**config.mk**
```make
export PLATFORM = sky130hd
export DESIGN_NAME = array_list_append_remove
export DESIGN_NICKNAME = d
export VERILOG_FILES = /design/src/rtl/alst_pkg.sv /design/src/rtl/alst_ram.sv /design/src/rtl/alst_ctrl.sv /design/src/rtl/array_list_append_remove.sv
export SDC_FILE = /design/constraint.sdc
export NUM_CORES = 1
export LEC_CHECK = 0
export BUFFER_PORTS_ARGS = -buffer_cell sky130_fd_sc_hd__buf_2
export CAP_MARGIN = 10
export CELL_PAD_IN_SITES_DETAIL_PLACEMENT = 0
export CELL_PAD_IN_SITES_GLOBAL_PLACEMENT = 1
export CORE_MARGIN = 8
export CORE_UTILIZATION = 45
export CTS_CLUSTER_SIZE = 16
export DETAILED_ROUTE_END_ITERATION = 8
export PLACE_DENSITY = 0.64
export RECOVER_POWER = 100
export SYNTH_ARGS = -nofsm -noshare
export SYNTH_HDL_FRONTEND = slang
export SYNTH_HIERARCHICAL = 1
export SYNTH_SLANG_ARGS = --single-unit
```
**constraint.sdc**
```tcl
create_clock -name clk -period 7.21 [get_ports clk]
set_input_delay 0 -clock clk [delete_from_list [all_inputs] [get_ports clk]]
set_output_delay 0 -clock clk [all_outputs]
set_load 0.01 [all_outputs]
```
**src/rtl/alst_pkg.sv**
```systemverilog
// Shared types and codes for the array list block.
package alst_pkg;

  // Field widths of the two channels
  localparam int VALUE_W   = 32;
  localparam int STATUS_W  = 2;
  localparam int OUT_CNT_W = 5;
  localparam int OUT_DATA_W = 8;

  // Command codes
  localparam logic CMD_APPEND = 1'b0;
  localparam logic CMD_REMOVE = 1'b1;

  // Result status codes
  localparam logic [STATUS_W-1:0] STAT_DONE    = 2'd0;
  localparam logic [STATUS_W-1:0] STAT_FULL    = 2'd1;
  localparam logic [STATUS_W-1:0] STAT_EMPTY   = 2'd2;
  localparam logic [STATUS_W-1:0] STAT_MISSING = 2'd3;

  // Sequencer states
  typedef enum logic [1:0] {
    ST_IDLE,
    ST_SCAN,
    ST_SHIFT,
    ST_RESULT
  } state_t;

  // One finished result, sequencer to output stage
  typedef struct packed {
    logic                 is_empty;
    logic [OUT_CNT_W-1:0] count;
    logic [STATUS_W-1:0]  status;
  } res_t;

endpackage

```
**src/rtl/alst_ram.sv**
```systemverilog
// Generic single-write, single-read RAM with registered read data.
module alst_ram #(
  parameter int WIDTH = 32,
  parameter int DEPTH = 16,
  localparam int AW = (DEPTH > 1) ? $clog2(DEPTH) : 1
) (
  input  logic             clk,
  input  logic             wr_en,
  input  logic [AW-1:0]    wr_addr,
  input  logic [WIDTH-1:0] wr_data,
  input  logic [AW-1:0]    rd_addr,
  output logic [WIDTH-1:0] rd_data
);

  logic [WIDTH-1:0] mem [DEPTH];

  // Write port
  always_ff @(posedge clk) begin
    if (wr_en) begin
      mem[wr_addr] <= wr_data;
    end
  end

  // Registered read port
  always_ff @(posedge clk) begin
    rd_data <= mem[rd_addr];
  end

endmodule

```
**src/rtl/alst_ctrl.sv**
```systemverilog
// Command sequencer: append, scan for a match and shift the tail down.
module alst_ctrl #(
  parameter int CAPACITY = 16,
  localparam int AW = (CAPACITY > 1) ? $clog2(CAPACITY) : 1
) (
  input  logic                   clk,
  input  logic                   rst_n,
  input  logic                   cmd_valid,
  output logic                   cmd_ready,
  input  logic                   cmd,
  input  logic [alst_pkg::VALUE_W-1:0] value,
  output logic                   res_valid,
  input  logic                   res_ready,
  output alst_pkg::res_t         res,
  output logic                   mem_wr_en,
  output logic [AW-1:0]          mem_wr_addr,
  output logic [alst_pkg::VALUE_W-1:0] mem_wr_data,
  output logic [AW-1:0]          mem_rd_addr,
  input  logic [alst_pkg::VALUE_W-1:0] mem_rd_data
);
  import alst_pkg::*;

  localparam int CW = $clog2(CAPACITY + 1);

  state_t              state_r, state_nxt;
  logic [CW-1:0]       cnt_r, cnt_nxt;
  logic [CW-1:0]       idx_r, idx_nxt;
  logic [AW-1:0]       wa_r, wa_nxt;
  logic                pend_r, pend_nxt;
  logic [VALUE_W-1:0]  val_r, val_nxt;
  logic [STATUS_W-1:0] st_r, st_nxt;
  logic                match;
  logic                more;
  logic [CW+OUT_CNT_W-1:0] cnt_wide;

  // Compare the entry read last cycle; check for entries left to read
  assign match = pend_r && (mem_rd_data == val_r);
  assign more  = (idx_r < cnt_r);

  // Next state
  always_comb begin
    state_nxt = state_r;
    case (state_r)
      ST_IDLE: begin
        if (cmd_valid) begin
          if (cmd == CMD_APPEND || cnt_r == '0) begin
            state_nxt = ST_RESULT;
          end else begin
            state_nxt = ST_SCAN;
          end
        end
      end
      ST_SCAN: begin
        if (match) begin
          state_nxt = ST_SHIFT;
        end else if (!more) begin
          state_nxt = ST_RESULT;
        end
      end
      ST_SHIFT: begin
        if (!more) begin
          state_nxt = ST_RESULT;
        end
      end
      ST_RESULT: begin
        if (res_ready) begin
          state_nxt = ST_IDLE;
        end
      end
      default: state_nxt = ST_IDLE;
    endcase
  end

  // Datapath and memory accesses
  always_comb begin
    cnt_nxt     = cnt_r;
    idx_nxt     = idx_r;
    wa_nxt      = wa_r;
    pend_nxt    = pend_r;
    val_nxt     = val_r;
    st_nxt      = st_r;
    mem_wr_en   = 1'b0;
    mem_wr_addr = wa_r;
    mem_wr_data = mem_rd_data;
    mem_rd_addr = idx_r[AW-1:0];
    case (state_r)
      ST_IDLE: begin
        if (cmd_valid) begin
          val_nxt  = value;
          idx_nxt  = '0;
          pend_nxt = 1'b0;
          if (cmd == CMD_APPEND) begin
            if (cnt_r == CW'(CAPACITY)) begin
              st_nxt = STAT_FULL;
            end else begin
              mem_wr_en   = 1'b1;
              mem_wr_addr = cnt_r[AW-1:0];
              mem_wr_data = value;
              cnt_nxt     = cnt_r + CW'(1);
              st_nxt      = STAT_DONE;
            end
          end else if (cnt_r == '0) begin
            st_nxt = STAT_EMPTY;
          end
        end
      end
      ST_SCAN: begin
        if (match) begin
          // Match sits at idx_r - 1; the shift starts reading at idx_r
          pend_nxt = 1'b0;
        end else if (!more) begin
          st_nxt   = STAT_MISSING;
          pend_nxt = 1'b0;
        end else begin
          idx_nxt  = idx_r + CW'(1);
          pend_nxt = 1'b1;
        end
      end
      ST_SHIFT: begin
        // Write the entry read last cycle one place lower
        if (pend_r) begin
          mem_wr_en = 1'b1;
        end
        if (more) begin
          wa_nxt   = AW'(idx_r - CW'(1));
          idx_nxt  = idx_r + CW'(1);
          pend_nxt = 1'b1;
        end else begin
          cnt_nxt  = cnt_r - CW'(1);
          st_nxt   = STAT_DONE;
          pend_nxt = 1'b0;
        end
      end
      ST_RESULT: begin
      end
      default: begin
      end
    endcase
  end

  // Handshake and result fields
  assign cmd_ready     = (state_r == ST_IDLE);
  assign res_valid     = (state_r == ST_RESULT);
  assign cnt_wide      = {{OUT_CNT_W{1'b0}}, cnt_r};
  assign res.status    = st_r;
  assign res.count     = cnt_wide[OUT_CNT_W-1:0];
  assign res.is_empty  = (cnt_r == '0);

  // Control state
  always_ff @(posedge clk) begin
    if (!rst_n) begin
      state_r <= ST_IDLE;
      cnt_r   <= '0;
      pend_r  <= 1'b0;
    end else begin
      state_r <= state_nxt;
      cnt_r   <= cnt_nxt;
      pend_r  <= pend_nxt;
    end
  end

  // Working registers
  always_ff @(posedge clk) begin
    idx_r <= idx_nxt;
    wa_r  <= wa_nxt;
    val_r <= val_nxt;
    st_r  <= st_nxt;
  end

endmodule

```
**src/rtl/array_list_append_remove.sv**
```systemverilog
// Array list top level: append and remove on a packed list held in one RAM.
// Append, and remove on an empty list, go straight to the result; any other remove first scans
// for a match, then shifts the tail down. The result is held in a registered output stage.
// One command at a time: in_tready returns once the result enters the output register,
// so a new command is taken only after the last result is loaded; a low out_tready holds it off.
// Reset clears the count, the sequencer and the output valid; RAM contents are kept.
module array_list_append_remove #(
  parameter int CAPACITY = 16
) (
  input  logic        clk,
  input  logic        rst_n,
  input  logic        in_tvalid,
  output logic        in_tready,
  input  logic [31:0] in_tdata,   // [31:0] value
  input  logic        in_tuser,   // [0] cmd
  output logic        out_tvalid,
  input  logic        out_tready,
  output logic [7:0]  out_tdata   // [1:0] status, [6:2] count, [7] is_empty
);
  import alst_pkg::*;

  localparam int AW = (CAPACITY > 1) ? $clog2(CAPACITY) : 1;

  logic               res_valid;
  logic               res_ready;
  res_t               res;
  logic               mem_wr_en;
  logic [AW-1:0]      mem_wr_addr;
  logic [VALUE_W-1:0] mem_wr_data;
  logic [AW-1:0]      mem_rd_addr;
  logic [VALUE_W-1:0] mem_rd_data;
  logic               out_tvalid_r;
  logic [OUT_DATA_W-1:0] out_tdata_r;

  alst_ctrl #(
    .CAPACITY (CAPACITY)
  ) u_ctrl (
    .clk         (clk),
    .rst_n       (rst_n),
    .cmd_valid   (in_tvalid),
    .cmd_ready   (in_tready),
    .cmd         (in_tuser),
    .value       (in_tdata),
    .res_valid   (res_valid),
    .res_ready   (res_ready),
    .res         (res),
    .mem_wr_en   (mem_wr_en),
    .mem_wr_addr (mem_wr_addr),
    .mem_wr_data (mem_wr_data),
    .mem_rd_addr (mem_rd_addr),
    .mem_rd_data (mem_rd_data)
  );

  alst_ram #(
    .WIDTH (VALUE_W),
    .DEPTH (CAPACITY)
  ) u_ram (
    .clk     (clk),
    .wr_en   (mem_wr_en),
    .wr_addr (mem_wr_addr),
    .wr_data (mem_wr_data),
    .rd_addr (mem_rd_addr),
    .rd_data (mem_rd_data)
  );

  // Load the output register when empty or being drained
  assign res_ready = !out_tvalid_r || out_tready;

  always_ff @(posedge clk) begin
    if (!rst_n) begin
      out_tvalid_r <= 1'b0;
    end else if (res_ready) begin
      out_tvalid_r <= res_valid;
    end
  end

  always_ff @(posedge clk) begin
    if (res_ready && res_valid) begin
      out_tdata_r <= res;
    end
  end

  assign out_tvalid = out_tvalid_r;
  assign out_tdata  = out_tdata_r;

endmodule

```
After elaboration in Yosys (flattened, before gate mapping)

Memory sizes are Yosys's and may differ from the RTL's. A register that Yosys moved wholly into a read port is not among the register bits.
Index checks and enable logic that the tools add are counted.

Bits in registers: 60
Bits in latches: 0
RAM bits: 512
ROM bits: 0
Bits of input ports: 37
Output and inout bits: 10
Word-level logic and storage cells: 87
Memories: 1

$add $sub $neg: 4
Multipliers: 0
Divide/modulo/power cells: 0
Magnitude comparators: 1
Equal/unequal tests: 13
Shift operators: 0
Muxes and demuxes: 42
Bitwise gates (word level): 1
Reductions and logical operators: 16

Memories:

| name      | words | bits a word | read ports | clocked after Yosys merged registers in | write ports | line           | source |
|---|---|---|---|---|---|---|---|
| u_ram.mem | 16    | 32          | 1          | 1                                       | 1           | alst_ram.sv:15 | `logic [WIDTH-1:0] mem [DEPTH];` |

Operator list:

| operator                                                           | count |
|---|---|
| 32-bit 2-to-1 mux                                                  | 4 |
| 5-bit 2-to-1 mux                                                   | 7 |
| 32-bit equality test                                               | 1 |
| 2-bit 2-to-1 mux                                                   | 11 |
| 4-bit 2-to-1 mux                                                   | 4 |
| 5-bit case mux with 3 select lines                                 | 1 |
| 2-bit != test, second input constant                               | 6 |
| 5-bit by 1-bit adder with 5-bit output, second input constant      | 2 |
| 1-bit 2-to-1 mux                                                   | 10 |
| 5-bit case mux with 2 select lines                                 | 1 |
| 2-bit case mux with 4 select lines                                 | 1 |
| 2-bit AND reduction                                                | 4 |
| 2-bit case mux with 3 select lines                                 | 1 |
| 6-bit AND reduction                                                | 1 |
| 5-bit equality test, second input constant                         | 1 |
| 5-bit zero test                                                    | 1 |
| 5-bit less-than comparator                                         | 1 |
| 5-bit AND reduction                                                | 1 |
| 5-bit by 1-bit subtractor with 5-bit output, second input constant | 1 |
| 2-bit equality test, second input constant                         | 2 |
| 4-bit by 1-bit subtractor with 4-bit output, second input constant | 1 |
| 3-bit by 2-bit != test with 1-bit output, second input constant    | 1 |
| 1-bit case mux with 3 select lines                                 | 1 |
| 3-bit AND reduction                                                | 1 |
| other kinds (10)                                                   | 12 |

Logic depth before layout (Yosys ltp)

Depth in word-level cells: 7
Gate-level depth with buffers: 10
Depth with buffers taken out: 10

Hierarchy

Netlist, hierarchy kept.

Modules (own cells, without submodules):

| module                   | times used | cells an instance | area an instance (um^2) | sequential area each (um^2) |
|---|---|---|---|---|
| alst_ram                 | 1          | 838               | 19835.3                 | 16015.4 |
| alst_ctrl                | 1          | 319               | 3062.9                  | 1451.4 |
| array_list_append_remove | 1          | 13                | 297.8                   | 260.2 |

Worst setup path after synthesis

Ideal clock, no wire load.

Kind: flip-flop to flip-flop
Start point: register u_ctrl.state_r[1]
End point: memory u_ram.mem[0][0] (enable)
Library setup time: 0.461 ns
Arrival: 5.160 ns
Data required time: 6.749 ns
Setup slack: 1.589 ns
Cell stages (with the launch flop): 11
Buffers on the path: 2
Clock period less this slack: 5.621 ns
Path through: dfxtp_1 -> inv_1 -> ha_1 -> and2_1 -> and2_1 -> buf_2 -> nand2_1 -> clkbuf_1 -> nand2_1 -> or3b_2 -> nor3_1

Longest elaborated chain between the ends: 4
Elaborated cells between the ends (all ways): 6
Those cells by class: eq/ne: 1; mux: 4; reduce/logical: 1

Ends and longest elaborated chain:

| item                                   | line                           | source |
|---|---|---|
| start, declared                        | alst_ctrl.sv:25                | `state_t state_r, state_nxt;` |
| start signal, assigned                 | alst_ctrl.sv:156               | `state_r <= state_nxt;` |
| 2-bit zero test                        | --                             |  |
| named net in_tready                    | array_list_append_remove.sv:13 | `output logic in_tready,` |
| 1-bit case mux with 2 select lines     | alst_ctrl.sv:86                | `case (state_r)` |
| named net mem_wr_en                    | array_list_append_remove.sv:27 | `logic mem_wr_en;` |
| 1-bit 2-to-1 mux                       | alst_ram.sv:19                 | `if (wr_en) begin` |
| 1-bit 2-to-1 mux (implied by the code) | alst_ram.sv:20                 | `mem[wr_addr] <= wr_data;` |
| end, declared                          | alst_ram.sv:15                 |  |

The timed path passes the listed nets, and every way through them passes these cells.

Worst setup path after layout

Start point: register u_ctrl.state_r[1]
End point: memory u_ram.mem[12][8] (enable)

Longest elaborated chain between the ends: 4
Elaborated cells between the ends (all ways): 6
Those cells by class: eq/ne: 1; mux: 4; reduce/logical: 1

Ends and longest elaborated chain:

| item                                                   | line |
|---|---|
| 2-bit equality test or 2-bit zero test (tied branches) | alst_ctrl.sv:86 |
| 1-bit case mux with 2 select lines *                   | alst_ctrl.sv:86 |
| named net mem_wr_en                                    | array_list_append_remove.sv:27 |
| 1-bit 2-to-1 mux *                                     | alst_ram.sv:19 |
| 1-bit 2-to-1 mux (implied by the code) *               | alst_ram.sv:20 |

The timed path passes the listed nets; every way through them passes the cells marked *.

==> metrics.yaml <==
met3_length_um: 2420
synth.distinct_cells: 47
min_to: "u_ctrl/val_r[9]$_DFFE_PP_"
synth_area_leader_cell: "edfxtp_1"
grt_pass1_wl_um: 76500
wl_met2_um: 24600
gr-total-overflow: 0
rr_worst_depth: 10
worst_pin_slew_ns: 4.12
outcome: "finished with violations"
place_congestion: 0.762
end_kind: "register"
grt_pass1_vias: 11600
fin_area_mm2: 0.0265
hp-class: "in2reg"
cts_tree: "yes"
cp.arrival_ns: 5.81
drv_slew: 144
violations: "capacitance limit, slew limit"
drt_drc_violations_left: 0
synth_area_mm2: 0.0232
nFillCells: 4114
hpwl_um: 28900
ios: 47
hold-path-cell-count: 2
port_buffers: 46
period_share: 0.773
firstDrtPassIters: 5
start_util: 0.454
fin_tns_setup_ns: 0
syn_nets: 1221
die-height_um: 243
ctsHoldBuffers: 37
vias_per_cell: 5.52
rr_endpoint: "u_ram/mem[12][8]$_DFFE_PP_"
clkTransAtPathRegs_ns: 0.06
route.top_layer_used: "met5"
reg2reg_slack_ns: 1.64
numCtsBuffers: 61
cts_root_buf: "clkbuf_16"
grt_max_degree: 133
fmax_mhz: 179
die_w_um: 243
grt_setup_unrepaired: "false"
grt_usage: 0.172
finalHoldViolCount: 0
yosysWarningCount: 6
finalClockSkew_ns: 0.0136
ys.flop_type: "edfxtp_1"
core_mm2: 0.0511
routedWlPerCell_um: 25.3
htree_levels: 2
row_count: 83
fin_nets: 1331
syn_inst: 1170
drt_iter0_drc: 847
layout-drive-gt1-share: 0.195
synth_edf_count: 563
ys_seq_elements: 604
post_cts_buffers: 0
synth_top_area_frac: 0.729
yosys-top-cells-area: "edfxtp_1 (73%), mux4_2 (12%), dfxtp_1 (3.5%)"
slew_headroom: -1.75
path_max_fanout: 37
synth-async-reset-ratio: 0
crit_required_ns: 7.44
antenna_found_initial: 1
clock_latency_ns: 0.63
syn_avg_cell_area_um2: 19.8
dpl-instance-area_mm2: 0.0243
clock_path_buffers: 3
via_count: 11100
startpoint_type: "register"
seq_area_frac_synth: 0.764
ir_drop_mv: 0.289
fin_crit_ns: 5.57
routed_wirelength_um: 51000
syn2layout_area_growth_pct: 14.3
setup_viol: 0
r2r-start: "u_ctrl/state_r[1]$_SDFFE_PN0P_"
powerDensity_mw_per_mm2: 410
maxCapViolations: 2
wl_met1_um: 23000
cts_resized: 0
worstSetupPathType: "reg2reg"
power.leakage_nw: 8.57
holdCritStartpoint: "in_tdata[9]"
ant_nets: 0
die-area_mm2: 0.0591
cts.sinks: 604
## cells by family after synthesis
group	after synthesis	synth area share
flops	604	0.764
xor+xnor	41	0.0155
simple gates	209	0.0400
mux	133	0.126
fa+ha+maj	14	0.00788
compound gates	96	0.0313
buf+inv	73	0.0147
## state kept, by name, summed over array words and instances (netlist names)
register	count
u_ram/mem	512
u_ctrl/val_r	32
out_tvalid	1
out_tdata	8
u_ctrl/pend_r	1
u_ctrl/state_r	2
u_ctrl/wa_r	4
u_ctrl/cnt_r	5
u_ctrl/idx_r	5
u_ram/rd_data	32
u_ctrl/st_r	2
## power breakdown
group	internal [W]	switching (W)	total, W
sequential	0.00467	0.000152	0.00482
clock	0.00180	0.00130	0.00310
combinational	0.00113	0.00182	0.00296
## worst max-delay path by stage
stage                                   start                         end  slack [ns]
2_1_floorplan  u_ctrl/state_r[1]$_SDFFE_PN0P_   u_ram/mem[0][0]$_DFFE_PP_        1.59
3_3_place_gp   u_ctrl/state_r[1]$_SDFFE_PN0P_  u_ram/mem[2][16]$_DFFE_PP_        2.44
3_5_place_dp   u_ctrl/state_r[1]$_SDFFE_PN0P_  u_ram/mem[2][12]$_DFFE_PP_        2.34
4_1_cts        u_ctrl/state_r[1]$_SDFFE_PN0P_   u_ram/mem[2][9]$_DFFE_PP_        2.32
5_1_grt         u_ctrl/idx_r[0]$_SDFFCE_PP0P_   u_ram/rd_data[11]$_DFF_P_        1.10
6_report       u_ctrl/state_r[1]$_SDFFE_PN0P_  u_ram/mem[12][8]$_DFFE_PP_        1.64
## critical path, stage by stage (launching register included)
cell      delay (ns)
dfxtp_1         0.33
inv_1           0.11
ha_1            0.30
and2_2          0.19
buf_4           0.52
and2_0          0.38
nand2_1         1.13
nand2_1         0.51
nand3_1         0.35
nor3_1          0.56
clkbuf_1        0.79
## cell type report
type                            instances  area (um^2)  share of cell area
Clock inverter                         29          294              0.0111
Inverter                               17         63.8             0.00241
Clock buffer                           86         1680              0.0634
Sequential cell                       604        17700               0.668
Antenna cell                            1         2.50           0.0000943
Multi-Input combinational cell        493         5220               0.197
Tap cell                              680          851              0.0321
Timing Repair Buffer                  103          684              0.0258
## cell usage after synthesis (5+ instances only)
master    instances
nand3_1           5
xnor2_1          32
mux4_2          128
xor2_1            9
nand2b_1          7
buf_1            10
a22oi_1          64
dfxtp_1          41
mux2i_1           5
nand4_1           7
a21oi_1           7
inv_1            17
nor3_1            6
clkbuf_1         24
and2_1           11
nand2_1         139
edfxtp_1        563
ha_1             13
nor2_1           15
buf_2             8
o21ai_0           5
buf_4            13
## placed cells by master, fill, tap and decap left out, types with 3 or more instances in the layout
master,n
a21boi_0,3
edfxtp_1,563
clkinv_1,8
and3_1,4
nand4_1,7
nand2_1,139
nand3_1,5
dlygate4sd3_1,37
mux4_2,128
clkbuf_8,6
nand2b_1,7
xor2_1,9
buf_2,5
bufinv_16,5
dfxtp_1,41
nor2_4,13
a22oi_1,64
clkinvlp_4,3
ha_1,13
clkbuf_1,62
xnor2_1,32
clkbuf_16,61
mux2i_1,5
buf_4,9
a22o_1,4
a21oi_1,7
o21ai_0,5
nor3_1,6
and2_0,9
clkbuf_2,8
inv_1,17
clkinv_2,9
## stage by stage
step                setup slack [ns]  hold WS, ns  instances  total power, W  utilization
CTS                             2.32       0.0786       2012          0.0110        0.522
global route                    1.10        0.137       2012          0.0114        0.519
global placement                2.44        0.197       1860         0.00779        0.476
finish                          1.64        0.149       2013          0.0109        0.519
detailed placement              2.34        0.198       1860         0.00784        0.476
floorplan                       1.59       0.0989       1170         0.00689            -
## metal layers
| metal | vias to the layer above | track usage |
|---|---|---|
| met5 | - | 0 |
| met4 | 2 | 0.0400 |
| met3 | 65 | 0.0300 |
| met2 | 258 | 0.277 |
| met1 | 5857 | 0.245 |
| li1 | 4934 | - |
Note: power is estimated with default switching activity, not from simulation.
